$ cat config.mk
export PLATFORM = sky130hd
export DESIGN_NAME = vn_front
export DESIGN_NICKNAME = d
export VERILOG_FILES = /design/src/rtl/vn_pkg.sv /design/src/rtl/vn_front.sv
export SDC_FILE = /design/constraint.sdc
export NUM_CORES = 2
export LEC_CHECK = 0
export ABC_CLOCK_PERIOD_IN_PS = 19200
export BUFFER_PORTS_ARGS = -buffer_cell sky130_fd_sc_hd__buf_2
export CORE_MARGIN = 4
export CORE_UTILIZATION = 65
export DETAILED_ROUTE_END_ITERATION = 12
export GPL_TIMING_DRIVEN = 1
export PLACE_DENSITY = 0.95
export SYNTH_ARGS = -nofsm -noshare
export SYNTH_HDL_FRONTEND = slang
export SYNTH_SLANG_ARGS = --single-unit
$ cat constraint.sdc
create_clock -name aclk -period 19.2 [get_ports aclk]
set_clock_uncertainty 0.1 [all_clocks]
set_input_delay 3.84 -clock aclk [delete_from_list [all_inputs] [get_ports aclk]]
set_output_delay 3.84 -clock aclk [all_outputs]
set_load 0.01 [all_outputs]
$ cat src/rtl/vn_pkg.sv
// ----------------------------------------------------------------------------
// vn_pkg: shared types and constants for the 3D vector normalizer
// Holds the lane count, the result width and the control struct that
// travels with every vector down the pipeline.
// ----------------------------------------------------------------------------
`default_nettype none

package vn_pkg;

    localparam int LANES     = 3;
    localparam int OUT_WIDTH = 32;

    // Control that rides along with each vector
    typedef struct packed {
        logic             valid;
        logic             zero;
        logic [LANES-1:0] neg;
    } vn_ctrl_t;

endpackage

`default_nettype wire

$ cat src/rtl/vn_front.sv
// ----------------------------------------------------------------------------
// vn_front: magnitude, square and sum stages
// Takes the signed components apart into sign and magnitude, squares them,
// sums the squares and seeds the residual and cross-term of every lane.
// ----------------------------------------------------------------------------
`default_nettype none

module vn_front #(
    parameter int IN_WIDTH  = 24,
    parameter int FRAC_BITS = 30,
    parameter int W         = 2 * IN_WIDTH + 2 * FRAC_BITS + 8
) (
    input  wire logic                    aclk,
    input  wire logic                    aresetn,
    input  wire logic                    en,
    input  wire logic                    in_valid,
    input  wire logic [2:0][IN_WIDTH-1:0] in_comp,
    output vn_pkg::vn_ctrl_t             ctrl_out,
    output logic      [W-1:0]            sum_out,
    output logic      [2:0][W-1:0]       d_out,
    output logic      [2:0][W-1:0]       p_out
);
    import vn_pkg::*;

    localparam int SQW = 2 * IN_WIDTH;

    logic [2:0][IN_WIDTH-1:0] mag_reg;
    logic [2:0]               neg_a_reg, neg_b_reg, neg_c_reg;
    logic                     val_a_reg, val_b_reg, val_c_reg;
    logic [2:0][SQW-1:0]      sq_reg;
    logic [W-1:0]             sum_reg;
    logic [2:0][W-1:0]        d_reg, p_reg;
    logic [W-1:0]             sum_next;

    // Valid bits
    always_ff @(posedge aclk) begin
        if (!aresetn) begin
            val_a_reg <= 1'b0;
            val_b_reg <= 1'b0;
            val_c_reg <= 1'b0;
        end else if (en) begin
            val_a_reg <= in_valid;
            val_b_reg <= val_a_reg;
            val_c_reg <= val_b_reg;
        end
    end

    assign sum_next = W'(sq_reg[0]) + W'(sq_reg[1]) + W'(sq_reg[2]);

    // Payload stages
    always_ff @(posedge aclk) begin
        if (en) begin
            for (int i = 0; i < LANES; i++) begin
                neg_a_reg[i] <= in_comp[i][IN_WIDTH-1];
                mag_reg[i]   <= in_comp[i][IN_WIDTH-1] ? (~in_comp[i] + 1'b1) : in_comp[i];
                sq_reg[i]    <= SQW'(mag_reg[i]) * SQW'(mag_reg[i]);
                d_reg[i]     <= (W'(sq_reg[i]) << (2 * FRAC_BITS + 2)) - sum_next;
                p_reg[i]     <= W'(0) - sum_next;
            end
            neg_b_reg <= neg_a_reg;
            neg_c_reg <= neg_b_reg;
            sum_reg   <= sum_next;
        end
    end

    assign ctrl_out.valid = val_c_reg;
    assign ctrl_out.zero  = (sum_reg == '0);
    assign ctrl_out.neg   = neg_c_reg;
    assign sum_out        = sum_reg;
    assign d_out          = d_reg;
    assign p_out          = p_reg;

endmodule

`default_nettype wire

==> qor.yml <==
cells_and_area:
  largest_reg_flops: 209
  nNetsFinal: 10000
  syn_to_final_growth_pct: 4.92
  drive_gt1_frac: 0.126
  nFillCells: 7854
logic_synthesis:
  synth_top_family_by_area: "adder cells"
  synth_xor_area_frac: 0.0472
  ys_warn_count: 0
  synth_compound_area_frac: 0.0516
  synth_simple_gate_area_frac: 0.114
  synthCells: 7777
  synth_top_area_frac: 0.347
  synth-adder-area-share: 0.442
  synth_top_area_cell: "fa_1"
  synthMuxAreaShare: 0.00135
  ys_seq_area_frac: 0.188
  synth-edff-count: 480
  synth.distinct_cells: 87
  synth_seq_cells: 483
  dominantRegCellSynth: "edfxtp_1"
  synth.avg_cell_area_sq_um: 9.88
  synth_area_sq_um: 76900
  async_flop_share: 0
  ys_top_cells_by_area: "fa_1 (35%), edfxtp_1 (19%), ha_1 (9.5%)"
clock_network:
  root_buffer: "clkbuf_16"
  tritoncts: "done"
  cts_made_buffers: 57
  postCtsHoldBufs: 0
  ctsResizeCount: 0
  clock-sinks: 483
  clockBufferDepth: 3
  insertion_delay_ns: 0.73
  clk_pin_slew_worst_paths_ns: 0.06
  cts_max_level: 2
  cts_setup_buffers: 0
placement:
  dp.final_hpwl_um: 193000
  gp_congestion: 1.00
  port_buffers: 826
critical_path:
  worstSetupPathType: "register to register"
  worst_r2r_startpoint: "mag_reg[26]"
  rr_worst_depth: 26
  endpoint: "sq_reg[94]"
  path_max_fanout: 24
  cpPeakStageDelay_ns: 0.97
  arrival_ns: 10.44
  cp_data_required_time_ns: 19.54
  critPathLaunchType: "register"
  rr_endpoint: "sq_reg[94]"
  reg2reg_slack_ns: 9.11
  startpoint: "mag_reg[26]"
  cpMostUsedCell: "fa_1"
  worst_path_max_delay_cell: "edfxtp_1"
  endpoint_kind: "register"
sta:
  slew_headroom: 0.0593
  finalMaxSlewViolations: 0
  fmax_ghz: 0.0991
  period_share: 0.526
  finalSetupTns_ns: 0
  hold_viol: 0
  tightest_slew_ns: 1.40
  post-route-min-period_ns: 10.09
  rsz0062_at_grt: "no"
  setup_viol: 0
route:
  route.vias.total: 57900
  drt_iter0_drc: 6398
  wl_um: 243000
  via_per_inst: 6.02
  first_pass_iters: 6
  ant_nets: 0
  wl_per_cell_um: 25.3
  drc: 0
die:
  io_pins: 893
  die_h_um: 352
  die-area_sq_um: 124000
  rows: 125
  initial_core_util: 0.658
  core_sq_um: 117000
  die_w_um: 352
global_route:
  grt_max_degree: 163
  grt_pass1_wl_um: 360000
  antenna_found_initial: 43
  grt.total_usage: 0.394
  grt.overflow.total: 0
  first_global_vias: 60800
worst_hold_path:
  hold_path_class: "register to register"
status:
  status: "finished, final reports clean"
job:
  cap_violations: 0
## stage by stage
stage	std cells	worst slack (ns)	hold slack (ns)	util	cell area, sq um
CTS	9586	9.23	0.323	0.690	80600
global placement	9483	9.53	0.302	0.673	78600
floorplan	7844	10.89	0.300	-	77100
detailed placement	9483	9.39	0.305	0.673	78600
finish	9612	9.11	0.323	0.690	80600
global route	9587	8.66	0.325	0.690	80600
## layout by cell type (no fill, tap or decap), types with 24 or more instances in the layout
cell,n
nor2_1,248
or4_1,25
edfxtp_1,480
nand3_1,54
o31ai_1,29
ha_1,583
buf_4,50
nand2_1,570
fa_1,1331
a21o_1,100
nor4_1,66
conb_1,69
inv_1,1852
buf_2,825
nor2b_1,43
xor2_1,191
or3_1,67
a21oi_1,155
nand4_1,25
or2_2,24
and2_1,381
nand2b_1,41
o21a_1,38
o21ai_0,125
clkbuf_16,57
xnor2_1,223
diode_2,26
nor3_1,104
## final cells by class
class                           count  area [sq um]  area share
Clock buffer                       60          1440      0.0178
Clock inverter                     43           543     0.00673
Antenna cell                       26          65.1    0.000807
Timing Repair Buffer              877          4540      0.0563
Multi-Input combinational cell   4747         50700       0.629
Inverter                         1852          6950      0.0862
Sequential cell                   483         14500       0.179
Tap cell                         1524          1910      0.0236
## metal layers
layer | part of all wire | track usage | wire length [um]
met5 | 0.00092 | 0 | 224
met4 | 0.086 | 0.272 | 20900
met3 | 0.15 | 0.177 | 37400
met2 | 0.44 | 0.592 | 107000
met1 | 0.32 | 0.452 | 77200
## kinds of logic after synthesis
| group | Yosys count |
|---|---|
| compound gates | 607 |
| flops | 483 |
| simple gates | 1733 |
| buf+inv | 2614 |
| xor+xnor | 414 |
| mux | 10 |
| fa+ha+maj | 1914 |
| other cells | 2 |
## how the worst min path moves through the flow
stage	startpoint	to	slack, ns	cells after the start
floorplan	neg_a_reg[0]	neg_b_reg[0]	0.30	0
global placement	neg_b_reg[1]	neg_c_reg[1]	0.30	0
detailed placement	neg_a_reg[1]	neg_b_reg[1]	0.30	0
CTS	neg_b_reg[2]	neg_c_reg[2]	0.32	0
global route	neg_b_reg[2]	neg_c_reg[2]	0.33	0
finish	neg_b_reg[2]	neg_c_reg[2]	0.32	0
## critical path, delay by kind of cell (launching register included)
family                   cells  cell delay, ns
flip-flops                   1            0.97
AND/OR/NAND/NOR              1            0.27
adder cells (fa/ha/maj)      8            3.95
buffers and inverters        5            0.26
XOR/XNOR                     1            0.09
AO/OA/AOI/OAI               11            4.20
## synth_stat cells (all sizes together) (12+ instances only)
library cell and number:
and2 383, nand2b 41, a2111oi 13, edfxtp 480, nand2 570, o21a 38
fa 1331, a211oi 20, a31oi 12, o31ai 29, clkbuf 189, a21oi 155
o41ai 17, xor2 191, nor2b 43, xnor2 223, and3 21, nand3b 12
nand3 54, o21bai 22, or3 68, nor2 248, nor4 70, nor3 104
a21o 100, nand4 25, ha 583, inv 1852, buf 573, or4 27
o211ai 13, or2 27, o21ai 126
Power is not shown: default switching activity piles up to over one toggle a cycle in this logic, so the estimate is an artifact.
